`src/hdl/pet_pkg.sv`:
```
// Shared types and constants for the point exclusion table.
// No dependencies; compiled first.
`default_nettype none

package pet_pkg;

  localparam int MAX_ENTRIES = 8;
  localparam int IDX_W       = (MAX_ENTRIES > 1) ? $clog2(MAX_ENTRIES) : 1;
  localparam int CNT_W       = $clog2(MAX_ENTRIES + 1);

  localparam int OP_W      = 2;
  localparam int COORD_W   = 16;
  localparam int RAD_W     = 12;
  localparam int LIM_W     = 2 * RAD_W;
  localparam int ADIFF_W   = COORD_W;        // |a - b| of two 16-bit coords fits 16 bits
  localparam int SQ_W      = 2 * ADIFF_W;
  localparam int SUM_W     = SQ_W + 1;
  localparam int ROOT_W    = SUM_W + 1;
  localparam int DIST_W    = 18;
  localparam int STAT_W    = 2;
  localparam int TOTAL_W   = 4;
  localparam int CFG_IDX_W = 2;

  localparam logic [RAD_W-1:0] REJECT_RESET = RAD_W'(100);
  localparam logic [RAD_W-1:0] DUP_RESET    = RAD_W'(250);

  // highest power of four that fits the squared distance
  localparam logic [ROOT_W-1:0] ROOT_BIT_INIT = ROOT_W'(1) << (2 * ((SUM_W - 1) / 2));

  localparam logic [CFG_IDX_W-1:0] REG_REJECT = CFG_IDX_W'(0);
  localparam logic [CFG_IDX_W-1:0] REG_DUP    = CFG_IDX_W'(1);

  typedef enum logic [OP_W-1:0] {
    OP_CLEAR  = 2'd0,
    OP_ADD    = 2'd1,
    OP_QUERY  = 2'd2,
    OP_UNUSED = 2'd3
  } op_e;

  typedef enum logic [STAT_W-1:0] {
    ST_STORED = 2'd0,
    ST_DUP    = 2'd1,
    ST_FULL   = 2'd2,
    ST_NONE   = 2'd3
  } status_e;

  typedef enum logic [2:0] {
    S_IDLE,
    S_DISPATCH,
    S_READ,
    S_SQUARE,
    S_COMPARE,
    S_ROOT,
    S_FINISH
  } state_e;

  typedef struct packed {
    logic    load;
    logic    count_clr;
    logic    store;
    logic    idx_clr;
    logic    idx_inc;
    logic    rd;
    logic    sq;
    logic    set_near;
    logic    root_step;
    logic    set_status;
    status_e status;
    logic    out_load;
  } ctrl_t;

  typedef struct packed {
    op_e  op;
    logic empty;
    logic full;
    logic idx_last;
    logic hit;
    logic root_last;
  } dp_stat_t;

endpackage

`default_nettype wire

```
`src/hdl/pet_intf.sv`:
```
// Handshake channels of the point exclusion table: input, result and config.
// Depends on pet_pkg.
`default_nettype none

interface pet_in_if;
  import pet_pkg::*;
  logic                      valid;
  logic                      ready;
  logic [OP_W-1:0]           opcode;
  logic signed [COORD_W-1:0] x_coord;
  logic signed [COORD_W-1:0] y_coord;
  modport source (output valid, output opcode, output x_coord, output y_coord, input ready);
  modport sink   (input valid, input opcode, input x_coord, input y_coord, output ready);
endinterface

interface pet_out_if;
  import pet_pkg::*;
  logic                     valid;
  logic                     ready;
  logic                     near_found;
  logic signed [DIST_W-1:0] near_dist;
  logic [STAT_W-1:0]        add_status;
  logic [TOTAL_W-1:0]       entry_total;
  modport source (output valid, output near_found, output near_dist, output add_status,
                  output entry_total, input ready);
  modport sink   (input valid, input near_found, input near_dist, input add_status,
                  input entry_total, output ready);
endinterface

interface pet_cfg_if;
  import pet_pkg::*;
  logic                 valid;
  logic                 ready;
  logic [CFG_IDX_W-1:0] index;
  logic [RAD_W-1:0]     data;
  modport source (output valid, output index, output data, input ready);
  modport sink   (input valid, input index, input data, output ready);
endinterface

`default_nettype wire

```
`src/hdl/pet_datapath.sv`:
```
// Datapath: radius registers, point store, squared-distance unit,
// bit-serial square root and the result register. Depends on pet_pkg.
`default_nettype none

module pet_datapath (
  input  wire                               clk_i,
  input  wire                               rst_ni,
  input  wire  [pet_pkg::OP_W-1:0]          opcode_i,
  input  wire  signed [pet_pkg::COORD_W-1:0] x_coord_i,
  input  wire  signed [pet_pkg::COORD_W-1:0] y_coord_i,
  input  wire                               cfg_we_i,
  input  wire  [pet_pkg::CFG_IDX_W-1:0]     cfg_index_i,
  input  wire  [pet_pkg::RAD_W-1:0]         cfg_data_i,
  input  pet_pkg::ctrl_t                    ctrl_i,
  output pet_pkg::dp_stat_t                 stat_o,
  output logic                              near_found_o,
  output logic signed [pet_pkg::DIST_W-1:0] near_dist_o,
  output logic [pet_pkg::STAT_W-1:0]        add_status_o,
  output logic [pet_pkg::TOTAL_W-1:0]       entry_total_o
);
  import pet_pkg::*;

  logic [RAD_W-1:0]   reject_q, dup_q;
  op_e                op_q;
  logic [COORD_W-1:0] x_q, y_q;
  logic [LIM_W-1:0]   lim_q;
  logic [CNT_W-1:0]   count_q;
  logic [IDX_W-1:0]   idx_q;

  logic [COORD_W-1:0] mem_x [MAX_ENTRIES];
  logic [COORD_W-1:0] mem_y [MAX_ENTRIES];
  logic [COORD_W-1:0] rd_x_q, rd_y_q;

  logic [SQ_W-1:0]    sqx_q, sqy_q;
  logic               near_q;
  status_e            status_q;
  logic [SUM_W-1:0]   rem_q;
  logic [ROOT_W-1:0]  res_q, bit_q;

  logic [RAD_W-1:0]   rad_w;
  logic [LIM_W-1:0]   rad_ext;
  logic signed [COORD_W:0] dx, dy;
  logic [ADIFF_W-1:0] adx_full, ady_full;
  logic [SQ_W-1:0]    adx_ext, ady_ext;
  logic [SUM_W-1:0]   sum_w;
  logic [ROOT_W-1:0]  trial;
  logic               take;

  // config registers
  always_ff @(posedge clk_i or negedge rst_ni) begin
    if (!rst_ni) begin
      reject_q <= REJECT_RESET;
      dup_q    <= DUP_RESET;
    end else if (cfg_we_i) begin
      unique case (cfg_index_i)
        REG_REJECT: reject_q <= cfg_data_i;
        REG_DUP:    dup_q    <= cfg_data_i;
        default:    ;
      endcase
    end
  end

  assign rad_w   = (op_e'(opcode_i) == OP_ADD) ? dup_q : reject_q;
  assign rad_ext = LIM_W'(rad_w);

  always_ff @(posedge clk_i) begin
    if (ctrl_i.load) begin
      op_q  <= op_e'(opcode_i);
      x_q   <= x_coord_i;
      y_q   <= y_coord_i;
      lim_q <= rad_ext * rad_ext;
    end
  end

  // entry count and scan index
  always_ff @(posedge clk_i or negedge rst_ni) begin
    if (!rst_ni) begin
      count_q <= '0;
    end else if (ctrl_i.count_clr) begin
      count_q <= '0;
    end else if (ctrl_i.store) begin
      count_q <= count_q + CNT_W'(1);
    end
  end

  always_ff @(posedge clk_i) begin
    if (ctrl_i.idx_clr) begin
      idx_q <= '0;
    end else if (ctrl_i.idx_inc) begin
      idx_q <= idx_q + IDX_W'(1);
    end
  end

  // point store, registered read
  always_ff @(posedge clk_i) begin
    if (ctrl_i.store) begin
      mem_x[count_q[IDX_W-1:0]] <= x_q;
      mem_y[count_q[IDX_W-1:0]] <= y_q;
    end
    if (ctrl_i.rd) begin
      rd_x_q <= mem_x[idx_q];
      rd_y_q <= mem_y[idx_q];
    end
  end

  // squared distance
  assign dx       = $signed({x_q[COORD_W-1], x_q}) - $signed({rd_x_q[COORD_W-1], rd_x_q});
  assign dy       = $signed({y_q[COORD_W-1], y_q}) - $signed({rd_y_q[COORD_W-1], rd_y_q});
  assign adx_full = dx[COORD_W] ? ADIFF_W'(-dx) : ADIFF_W'(dx);
  assign ady_full = dy[COORD_W] ? ADIFF_W'(-dy) : ADIFF_W'(dy);
  assign adx_ext  = SQ_W'(adx_full);
  assign ady_ext  = SQ_W'(ady_full);

  always_ff @(posedge clk_i) begin
    if (ctrl_i.sq) begin
      sqx_q <= adx_ext * adx_ext;
      sqy_q <= ady_ext * ady_ext;
    end
  end

  assign sum_w = SUM_W'(sqx_q) + SUM_W'(sqy_q);

  // result fields and square root, one result bit per step
  assign trial = res_q + bit_q;
  assign take  = ROOT_W'(rem_q) >= trial;

  always_ff @(posedge clk_i) begin
    if (ctrl_i.load) begin
      near_q   <= 1'b0;
      status_q <= ST_NONE;
    end else begin
      if (ctrl_i.set_near) begin
        near_q <= 1'b1;
      end
      if (ctrl_i.set_status) begin
        status_q <= ctrl_i.status;
      end
    end
    if (ctrl_i.set_near) begin
      rem_q <= sum_w;
      res_q <= '0;
      bit_q <= ROOT_BIT_INIT;
    end else if (ctrl_i.root_step) begin
      if (take) begin
        rem_q <= rem_q - trial[SUM_W-1:0];
        res_q <= (res_q >> 1) + bit_q;
      end else begin
        res_q <= res_q >> 1;
      end
      bit_q <= bit_q >> 2;
    end
  end

  // output word register
  always_ff @(posedge clk_i) begin
    if (ctrl_i.out_load) begin
      near_found_o  <= near_q;
      near_dist_o   <= near_q ? $signed(DIST_W'(res_q)) : '1;
      add_status_o  <= status_q;
      entry_total_o <= TOTAL_W'(count_q);
    end
  end

  assign stat_o.op        = op_q;
  assign stat_o.empty     = (count_q == '0);
  assign stat_o.full      = (count_q >= CNT_W'(MAX_ENTRIES));
  assign stat_o.idx_last  = ((CNT_W'(idx_q) + CNT_W'(1)) == count_q);
  assign stat_o.hit       = (sum_w <= SUM_W'(lim_q));
  assign stat_o.root_last = bit_q[0];

endmodule

`default_nettype wire

```
`src/hdl/pet_ctrl.sv`:
```
// Controller: sequences clear, add and query words over the datapath and
// owns the output valid flag. Depends on pet_pkg.
`default_nettype none

module pet_ctrl (
  input  wire                clk_i,
  input  wire                rst_ni,
  input  wire                in_valid_i,
  output logic               in_ready_o,
  output logic               out_valid_o,
  input  wire                out_ready_i,
  input  pet_pkg::dp_stat_t  stat_i,
  output pet_pkg::ctrl_t     ctrl_o
);
  import pet_pkg::*;

  state_e state_q, state_d;
  logic   out_valid_q, out_valid_d;
  logic   slot_free;

  always_ff @(posedge clk_i or negedge rst_ni) begin
    if (!rst_ni) begin
      state_q     <= S_IDLE;
      out_valid_q <= 1'b0;
    end else begin
      state_q     <= state_d;
      out_valid_q <= out_valid_d;
    end
  end

  assign slot_free = !out_valid_q || out_ready_i;

  always_comb begin
    state_d    = state_q;
    ctrl_o     = '0;
    ctrl_o.status = ST_NONE;
    in_ready_o = 1'b0;

    unique case (state_q)
      S_IDLE: begin
        in_ready_o = 1'b1;
        if (in_valid_i) begin
          ctrl_o.load = 1'b1;
          state_d     = S_DISPATCH;
        end
      end
      S_DISPATCH: begin
        state_d = S_FINISH;
        unique case (stat_i.op) inside
          OP_CLEAR: ctrl_o.count_clr = 1'b1;
          OP_ADD, OP_QUERY: begin
            if (!stat_i.empty) begin
              ctrl_o.idx_clr = 1'b1;
              state_d        = S_READ;
            end else if (stat_i.op == OP_ADD) begin
              ctrl_o.store      = 1'b1;
              ctrl_o.set_status = 1'b1;
              ctrl_o.status     = ST_STORED;
            end
          end
          default: ;
        endcase
      end
      S_READ: begin
        ctrl_o.rd = 1'b1;
        state_d   = S_SQUARE;
      end
      S_SQUARE: begin
        ctrl_o.sq = 1'b1;
        state_d   = S_COMPARE;
      end
      S_COMPARE: begin
        if (stat_i.hit) begin
          if (stat_i.op == OP_ADD) begin
            ctrl_o.set_status = 1'b1;
            ctrl_o.status     = ST_DUP;
            state_d           = S_FINISH;
          end else begin
            ctrl_o.set_near = 1'b1;
            state_d         = S_ROOT;
          end
        end else if (stat_i.idx_last) begin
          state_d = S_FINISH;
          if (stat_i.op == OP_ADD) begin
            ctrl_o.set_status = 1'b1;
            if (stat_i.full) begin
              ctrl_o.status = ST_FULL;
            end else begin
              ctrl_o.status = ST_STORED;
              ctrl_o.store  = 1'b1;
            end
          end
        end else begin
          ctrl_o.idx_inc = 1'b1;
          state_d        = S_READ;
        end
      end
      S_ROOT: begin
        ctrl_o.root_step = 1'b1;
        if (stat_i.root_last) begin
          state_d = S_FINISH;
        end
      end
      S_FINISH: begin
        if (slot_free) begin
          ctrl_o.out_load = 1'b1;
          state_d         = S_IDLE;
        end
      end
      default: state_d = S_IDLE;
    endcase
  end

  always_comb begin
    out_valid_d = out_valid_q;
    if (ctrl_o.out_load) begin
      out_valid_d = 1'b1;
    end else if (out_ready_i) begin
      out_valid_d = 1'b0;
    end
  end

  assign out_valid_o = out_valid_q;

endmodule

`default_nettype wire

```
`src/hdl/point_exclusion_table.sv`:
```
// Top level of the point exclusion table: joins controller and datapath
// to the channel interfaces. Depends on pet_pkg, pet_intf, pet_ctrl, pet_datapath.
//
//   channel  dir  payload                                          notes
//   in_i     in   opcode, x_coord, y_coord                         one word per item
//   out_o    out  near_found, near_dist, add_status, entry_total   one word per item
//   cfg_i    in   index, data (12-bit radius)                      always ready
//
// One word in flight. Clear and unused opcodes go from accept through dispatch to the
// output register; add and query also scan the stored entries (read, square,
// compare), and a query hit adds the one-bit-per-step square root. Reset empties
// the table and loads the radius defaults. A finished word sits in the output
// register; the next input is taken while it waits, and only the final hand-off
// stalls on out ready.
`default_nettype none

module point_exclusion_table (
  input  wire     clk_i,
  input  wire     rst_ni,
  pet_in_if.sink  in_i,
  pet_out_if.source out_o,
  pet_cfg_if.sink cfg_i
);
  import pet_pkg::*;

  ctrl_t    ctrl;
  dp_stat_t stat;

  assign cfg_i.ready = 1'b1;

  pet_ctrl u_ctrl (
    .clk_i       (clk_i),
    .rst_ni      (rst_ni),
    .in_valid_i  (in_i.valid),
    .in_ready_o  (in_i.ready),
    .out_valid_o (out_o.valid),
    .out_ready_i (out_o.ready),
    .stat_i      (stat),
    .ctrl_o      (ctrl)
  );

  pet_datapath u_datapath (
    .clk_i         (clk_i),
    .rst_ni        (rst_ni),
    .opcode_i      (in_i.opcode),
    .x_coord_i     (in_i.x_coord),
    .y_coord_i     (in_i.y_coord),
    .cfg_we_i      (cfg_i.valid),
    .cfg_index_i   (cfg_i.index),
    .cfg_data_i    (cfg_i.data),
    .ctrl_i        (ctrl),
    .stat_o        (stat),
    .near_found_o  (out_o.near_found),
    .near_dist_o   (out_o.near_dist),
    .add_status_o  (out_o.add_status),
    .entry_total_o (out_o.entry_total)
  );

endmodule

`default_nettype wire
```
`src/flat_wrapper.sv`:
```
// flat-port wrapper written by rule: the top's interface ports become plain ports
module point_exclusion_table_flat import pet_pkg::*;
  (clk_i, rst_ni, in_i_valid, in_i_opcode, in_i_x_coord, in_i_y_coord, in_i_ready, out_o_valid, out_o_near_found, out_o_near_dist, out_o_add_status, out_o_entry_total, out_o_ready, cfg_i_valid, cfg_i_index, cfg_i_data, cfg_i_ready);
  pet_in_if in_i_i ();
  pet_out_if out_o_i ();
  pet_cfg_if cfg_i_i ();
  input  wire clk_i;
  input  wire rst_ni;
  input wire logic [$bits(in_i_i.valid)-1:0] in_i_valid;
  input wire logic [$bits(in_i_i.opcode)-1:0] in_i_opcode;
  input wire logic [$bits(in_i_i.x_coord)-1:0] in_i_x_coord;
  input wire logic [$bits(in_i_i.y_coord)-1:0] in_i_y_coord;
  output wire logic [$bits(in_i_i.ready)-1:0] in_i_ready;
  output wire logic [$bits(out_o_i.valid)-1:0] out_o_valid;
  output wire logic [$bits(out_o_i.near_found)-1:0] out_o_near_found;
  output wire logic [$bits(out_o_i.near_dist)-1:0] out_o_near_dist;
  output wire logic [$bits(out_o_i.add_status)-1:0] out_o_add_status;
  output wire logic [$bits(out_o_i.entry_total)-1:0] out_o_entry_total;
  input wire logic [$bits(out_o_i.ready)-1:0] out_o_ready;
  input wire logic [$bits(cfg_i_i.valid)-1:0] cfg_i_valid;
  input wire logic [$bits(cfg_i_i.index)-1:0] cfg_i_index;
  input wire logic [$bits(cfg_i_i.data)-1:0] cfg_i_data;
  output wire logic [$bits(cfg_i_i.ready)-1:0] cfg_i_ready;
  assign in_i_i.valid = in_i_valid;
  assign in_i_i.opcode = in_i_opcode;
  assign in_i_i.x_coord = in_i_x_coord;
  assign in_i_i.y_coord = in_i_y_coord;
  assign in_i_ready = in_i_i.ready;
  assign out_o_valid = out_o_i.valid;
  assign out_o_near_found = out_o_i.near_found;
  assign out_o_near_dist = out_o_i.near_dist;
  assign out_o_add_status = out_o_i.add_status;
  assign out_o_entry_total = out_o_i.entry_total;
  assign out_o_i.ready = out_o_ready;
  assign cfg_i_i.valid = cfg_i_valid;
  assign cfg_i_i.index = cfg_i_index;
  assign cfg_i_i.data = cfg_i_data;
  assign cfg_i_ready = cfg_i_i.ready;
  point_exclusion_table u_core (.clk_i(clk_i), .rst_ni(rst_ni), .in_i(in_i_i), .out_o(out_o_i), .cfg_i(cfg_i_i));
endmodule
```
`config.mk`:
```
export PLATFORM = sky130hd
export DESIGN_NAME = point_exclusion_table_flat
export DESIGN_NICKNAME = d
export VERILOG_FILES = /design/src/hdl/pet_pkg.sv /design/src/hdl/pet_intf.sv /design/src/hdl/pet_datapath.sv /design/src/hdl/pet_ctrl.sv /design/src/hdl/point_exclusion_table.sv /design/src/flat_wrapper.sv
export SDC_FILE = /design/constraint.sdc
export NUM_CORES = 2
export LEC_CHECK = 0
export BUFFER_PORTS_ARGS = -buffer_cell sky130_fd_sc_hd__buf_4
export CAP_MARGIN = 20
export CORE_UTILIZATION = 40
export DETAILED_ROUTE_END_ITERATION = 12
export REMOVE_ABC_BUFFERS = 1
export SLEW_MARGIN = 20
export SYNTH_ARGS = -nofsm -noshare
export SYNTH_HDL_FRONTEND = slang
export SYNTH_SLANG_ARGS = --single-unit
```
`constraint.sdc`:
```
create_clock -name clk_i -period 9.1 [get_ports clk_i]
set_input_delay 0.91 -clock clk_i [delete_from_list [all_inputs] [get_ports clk_i]]
set_output_delay 0.91 -clock clk_i [all_outputs]
set_load 0.02 [all_outputs]
```
[Word level (Yosys, flattened, before mapping)]
Memory sizes are Yosys's and may differ from the RTL's. A register that Yosys moved wholly into a read port is not among the register bits.
Cells that the tools add are included.
Word-level totals
  bits in registers: 269
  RAM bits: 256
  bits of input ports: 53
  output and inout port bits: 28
  word-level logic and storage cells: 126
  memories kept: 2
Memories
  u_core.u_datapath.mem_x: depth 8, bits a word 16, rd ports 1, clocked after Yosys merged registers in 1, write ports 1, line pet_datapath.sv:30  | logic [COORD_W-1:0] mem_x [MAX_ENTRIES];
  u_core.u_datapath.mem_y: depth 8, bits a word 16, rd ports 1, clocked after Yosys merged registers in 1, write ports 1, line pet_datapath.sv:31  | logic [COORD_W-1:0] mem_y [MAX_ENTRIES];
Cells by class
  add/subtract/negate cells: 11
  multiply operators: 3
  $lt $le $gt $ge: 3
  equal/unequal tests: 14
  multiplexer cells: 57
  reduce and logical (&&, ||, !) cells: 15
Operators by type and width (count)
  33-bit 2-to-1 mux: 3
  16-bit by 16-bit multiplier with 32-bit output: 2
  3-bit 2-to-1 mux: 14
  33-bit by 33-bit adder with 34-bit output: 1
  34-bit by 33-bit adder with 34-bit output: 1
  33-bit by 34-bit >= comparator with 1-bit output: 1
  34-bit 2-to-1 mux: 1
  16-bit by 16-bit subtractor with 17-bit output: 2
  32-bit by 32-bit adder with 33-bit output: 1
  33-bit by 24-bit <= comparator with 1-bit output: 1
  33-bit subtractor: 1
  16-bit 2-to-1 mux: 2
  16-bit negation: 2
  1-bit 2-to-1 mux: 28
  12-bit by 12-bit multiplier with 24-bit output: 1
  3-bit case mux with 7 select lines: 1
  12-bit 2-to-1 mux: 1
  3-bit == test (second input constant): 3
  4-bit 2-to-1 mux: 2
  2-bit nonzero test: 4
  2-bit by 1-bit == test with 1-bit output (second input constant): 3
  3-bit by 2-bit == test with 1-bit output (second input constant): 2
  2-bit 2-to-1 mux: 3
  2-bit != test (second input constant): 3
  17 further kinds: 20

[Logic depth before layout (Yosys ltp)]
  word-level depth: 8
  mapped depth: 43
  gate-level depth less buffers: 41

[Cells and area by module]
A second synthesis with hierarchy kept.
Second synthesis, totals
  cell total of the unflattened synthesis: 4212
  area, all modules: 45703.8 µm²
By module, submodules not included
  pet_datapath: times used 1, cells each 4156, area each 45214.6 µm², sequential area each 15816.4 µm²
  pet_ctrl: times used 1, cells each 54, area each 478.0 µm², sequential area each 100.1 µm²
  point_exclusion_table: times used 1, cells each 2, area each 11.3 µm², sequential area each 0.0 µm²

[Worst setup path after synthesis]
Ideal clock, no wire load.
  path kind: register to register
  start point: register u_core.u_datapath.y_q[0]
  end point: register u_core.u_datapath.sqy_q[31] (data pin)
  setup time: 260 ps
  arrival: 8706 ps
  data required time: 8840 ps
  path slack: 134 ps
  stages on the path, launching flop included: 40
  buffers on the path: 1
  period minus slack after synthesis: 8966 ps
  path through: edfxtp_1 inv_1 ha_1 fa_1 nor2b_1 o31a_1 o21ai_1 o211ai_1 o31ai_2 o21a_1 o21ai_1 o21ai_1 buf_4 nand2_1 xor2_1 inv_1 nand2_1 inv_1 [... 4 more ...] fa_1 inv_1 fa_1 fa_1 fa_1 inv_1 ha_1 nand2_1 nor4_1 nor4_1 o31ai_1 a31o_2 a21boi_0 a31oi_1 a41o_1 nor2_1 xor2_1 xnor2_1
On the way
  cells in the longest elaborated chain, start to end: 4
RTL lines
  from (decl): line pet_datapath.sv:25  | logic [COORD_W-1:0] x_q, y_q;
  from (signal assigned): line pet_datapath.sv:70  | y_q <= y_coord_i;
  16-bit by 16-bit subtractor with 17-bit output (*): line pet_datapath.sv:108  | assign dy = $signed({y_q[COORD_W-1], y_q}) - $signed({rd_y_q[COORD_W-1], rd_y_q});
  16-bit negation: line pet_datapath.sv:110  | assign ady_full = dy[COORD_W] ? ADIFF_W'(-dy) : ADIFF_W'(dy);
  16-bit 2-to-1 mux (*): line pet_datapath.sv:110
  16-bit by 16-bit multiplier with 32-bit output (*): line pet_datapath.sv:117  | sqy_q <= ady_ext * ady_ext;
  to (signal assigned): line pet_datapath.sv:117
  to (decl): line pet_datapath.sv:34  | logic [SQ_W-1:0] sqx_q, sqy_q;
Every way passes the cells marked *; elsewhere a longest branch is shown, timed or not.
A chain may end at the register's enable or synchronous reset.

[Final worst setup path]
  start point: register u_core.u_datapath.y_q[6]
  end point: register u_core.u_datapath.sqy_q[31] (data pin)
The elaborated chain is that of the path after synthesis.

==> results.yml <==
status:
  status: "complete, no violations"
die:
  ioPinCount: 81
  coreArea_um2: 113000
  die-area_um2: 115700
  die_w_um: 340.1
  start_util: 0.4049
  die_y_um: 340.1
  rows: 123
final_layout:
  drive_gt1_frac: 0.1434
  final_cell_mix: "inv_1, edfxtp_1, ha_1"
  final-seq-area_um2: 15920
  n_antenna_cell: 0
  multi_input_area_um2: 27220
  layout_commonest_cell: "inv_1"
  fill_cells: 10590
  syn2layout_area_growth_pct: 13.26
  num-nets-final: 5333
yosys:
  yosys.area_share.adder: 0.2900
  ys.warnings.count: 0
  syn_area_um2: 45740
  syn_avg_cell_area_um2: 10.77
  syn_inst: 4246
  synth-compound-area-share: 0.09263
  ys_ff_latch: 554
  synth_edf_count: 465
  async_flop_share: 0.05776
  seq_area_frac_synth: 0.3480
  synth_ff_type: "edfxtp_1"
  synthMuxAreaShare: 0.05225
  synth_top_family_by_area: "adder cells"
  synth_xor_xnor_area_share: 0.04913
  synth-simple-area-share: 0.1004
  ys_types: 98
clocking:
  htree_levels: 3
  clock_latency_ns: 0.65
  cts_buffer_depth: 3
  numCtsBuffers: 66
  tritoncts: "built"
  clk_pin_slew_worst_paths_ns: 0.06
  cts.sinks: 554
  ctsRootBufferMaster: "clkbuf_16"
  ctsHoldBuffers: 0
detailed_routing:
  wl_um: 100400
  drt_pass1_iterations: 5
  vias: 30340
  via_per_inst: 5.045
  drc: 0
  ant_nets: 0
  drtIter0Drc: 1703
  wl_per_cell_um: 16.70
timing:
  final.setup.tns_ns: 0
  relSlewSlack: 0.3331
  post-route-worst-setup-slack_ns: 0.3926
  fin_crit_ns: 8.707
  rsz0062_at_grt: "yes"
  clock_skew_ns: 0.04561
  hold_viol_final: 0
  worstMarginPinSlew_ns: 1.000
  max_clock_freq_mhz: 114.8
  post-route-period-util: 0.9569
  slew_viol_final: 0
  finalSetupViolations: 0
grt:
  grt_pass1_wl_um: 164500
  grt_max_degree: 63
  antenna_found_initial: 0
  grt_pass1_vias: 31430
  track_usage: 0.1769
  grt_overflow: 0
worst_setup_path:
  cp_slowest_stage_delay_ns: 0.53
  critPathKind: "flop to flop"
  crit_top_cell: "fa_1"
  required_ns: 9.50
  crit_path_start_kind: "flop"
  cp-end-kind: "flop"
  crit_path_top_delay_cell: "fa_1"
  worstPathArrival_ns: 9.10
  reg2reg_slack_ns: 0.39
  worst-path-max-fanout: 9
placed_design:
  dpl.hpwl_um: 76370
  place_congestion: 0.9021
  pre_cts_ws_ns: -0.06149
  io_buffer_count: 79
flow_run:
  max_cap_violations: 0
hold_path:
  hold_path_class: "primary input to asynchronous set/reset pin"
==> area by class of cell <==
class                      instances  area share
inverter                         700     0.05084
clock buffer                      77     0.03348
clock inverter                    41    0.008116
sequential                       554      0.3074
timing repair buffer             259     0.03840
tap                             1500     0.03623
multi-input combinational       2882      0.5255
==> registers in the layout (all words and copies together) (netlist names), 4 cells and up <==
register,count
u_core.u_datapath.entry_total_o,4
u_core.u_datapath.near_dist_o,18
u_core.u_datapath.rd_x_q,16
u_core.u_datapath.y_q,16
u_core.u_datapath.mem_x,128
u_core.u_datapath.x_q,16
u_core.u_datapath.dup_q,12
u_core.u_datapath.count_q,4
u_core.u_datapath.reject_q,12
u_core.u_datapath.res_q,34
u_core.u_datapath.lim_q,23
u_core.u_datapath.mem_y,128
u_core.u_datapath.rd_y_q,16
u_core.u_datapath.sqy_q,31
u_core.u_datapath.sqx_q,31
u_core.u_datapath.rem_q,33
u_core.u_datapath.bit_q,17
==> repair_timing <==
action / 4_1_cts / 5_1_grt
pin swaps: 0 / 31
hold endpoints to repair: 0 / 0
gates resized for setup: 3 / 88
buffers inserted: 0 / 21
gates cloned: 0 / 0
endpoints found under the setup margin: 2 / 23
==> cells by family after synthesis <==
family | after synthesis
buffers and inverters | 810
other | 1
and+or+nand+nor | 1020
AOI/OAI and AO/OA | 642
muxes | 151
adders and majority gates | 817
DFF | 554
xor gates and xnor gates | 251
==> worst paths after layout <==
| path | cells past startpoint | start | to |
|---|---|---|---|
| max in group asynchronous | 1 | rst_ni | u_core.u_datapath.reject_q[5]$_DFFE_PN1P_ |
| worst min register to register | 0 | u_core.u_datapath.status_q[1]$_SDFFE_PP1P_ | u_core.u_datapath.add_status_o[1]$_DFFE_PP_ |
| min in group clk_i | 0 | u_core.u_datapath.status_q[1]$_SDFFE_PP1P_ | u_core.u_datapath.add_status_o[1]$_DFFE_PP_ |
| worst min-delay path | 1 | rst_ni | u_core.u_datapath.count_q[1]$_DFFE_PN0P_ |
| worst max register to register | 37 | u_core.u_datapath.y_q[6]$_DFFE_PP_ | u_core.u_datapath.sqy_q[31]$_DFFE_PN_ |
| worst max-delay path | 37 | u_core.u_datapath.y_q[6]$_DFFE_PP_ | u_core.u_datapath.sqy_q[31]$_DFFE_PN_ |
==> synth_stat cells, types with 6 or more instances <==
| cell | instances | area (µm²) |
|---|---|---|
| inv_1 | 685 | 2571 |
| edfxtp_1 | 465 | 13960 |
| ha_1 | 412 | 5155 |
| fa_1 | 405 | 8108 |
| nor2_1 | 392 | 1471 |
| nand2_1 | 308 | 1156 |
| a21oi_1 | 193 | 965.9 |
| xnor2_1 | 160 | 1401 |
| o21ai_0 | 103 | 515.5 |
| xor2_1 | 86 | 753.2 |
| clkbuf_1 | 76 | 285.3 |
| a21o_1 | 70 | 525.5 |
| nand2b_1 | 65 | 406.6 |
| mux4_2 | 64 | 1441 |
| mux2_2 | 59 | 664.4 |
| dfxtp_1 | 57 | 1141 |
| nor3_1 | 53 | 265.3 |
| o21a_1 | 36 | 270.3 |
| nand3_1 | 34 | 170.2 |
| o21bai_1 | 33 | 247.7 |
| a31oi_1 | 32 | 200.2 |
| a211oi_1 | 31 | 232.7 |
| nor2b_1 | 31 | 193.9 |
| nand4_1 | 27 | 168.9 |
| mux2i_1 | 25 | 250.2 |
| dfrtp_1 | 23 | 575.6 |
| buf_2 | 20 | 100.1 |
| or2_2 | 18 | 112.6 |
| and2_1 | 17 | 106.4 |
| o31ai_1 | 17 | 127.6 |
| and3_1 | 16 | 100.1 |
| nor3b_1 | 14 | 105.1 |
| o21ai_1 | 13 | 65.06 |
| or3_1 | 13 | 81.33 |
| a221oi_1 | 12 | 105.1 |
| a31o_2 | 12 | 105.1 |
| nor4_1 | 10 | 62.56 |
| buf_1 | 9 | 33.78 |
| dfstp_2 | 9 | 236.5 |
| inv_2 | 9 | 33.78 |
| o211ai_1 | 8 | 60.06 |
| a21boi_0 | 7 | 52.55 |
| a2111oi_0 | 6 | 52.55 |
| a211o_1 | 6 | 52.55 |
| clkinv_1 | 6 | 22.52 |
==> metrics by stage <==
stage	cell area (µm²)	std cells	util	hold slack, ns
CTS	51250	5992	0.4537	0.1598
global route	51800	6013	0.4586	0.1949
global placement	49080	5874	0.4345	0.4231
detailed placement	49080	5874	0.4345	0.4191
floorplan	45280	4136	-	0.4090
finish	51800	6013	0.4586	0.1846
==> per-layer routing <==
| layer | track usage | share of wire |
|---|---|---|
| met1 | 0.2401 | 0.46 |
| met2 | 0.2937 | 0.47 |
| met3 | 0.02670 | 0.041 |
| met4 | 0.04961 | 0.026 |
| met5 | 0 | 0 |
==> worst max-delay path: cells and delay by family (launching register included) <==
kind	cells	cell delay, ns
adder cells (fa/ha/maj)	8	3.38
AO/OA/AOI/OAI	12	2.21
AND/OR/NAND/NOR	7	0.92
XOR/XNOR	5	0.89
flip-flops	1	0.52
buffers and inverters	5	0.51
Power is left out: the tool's default activity adds up to more than one toggle a clock period on the data nets, which glitch-free logic cannot reach.
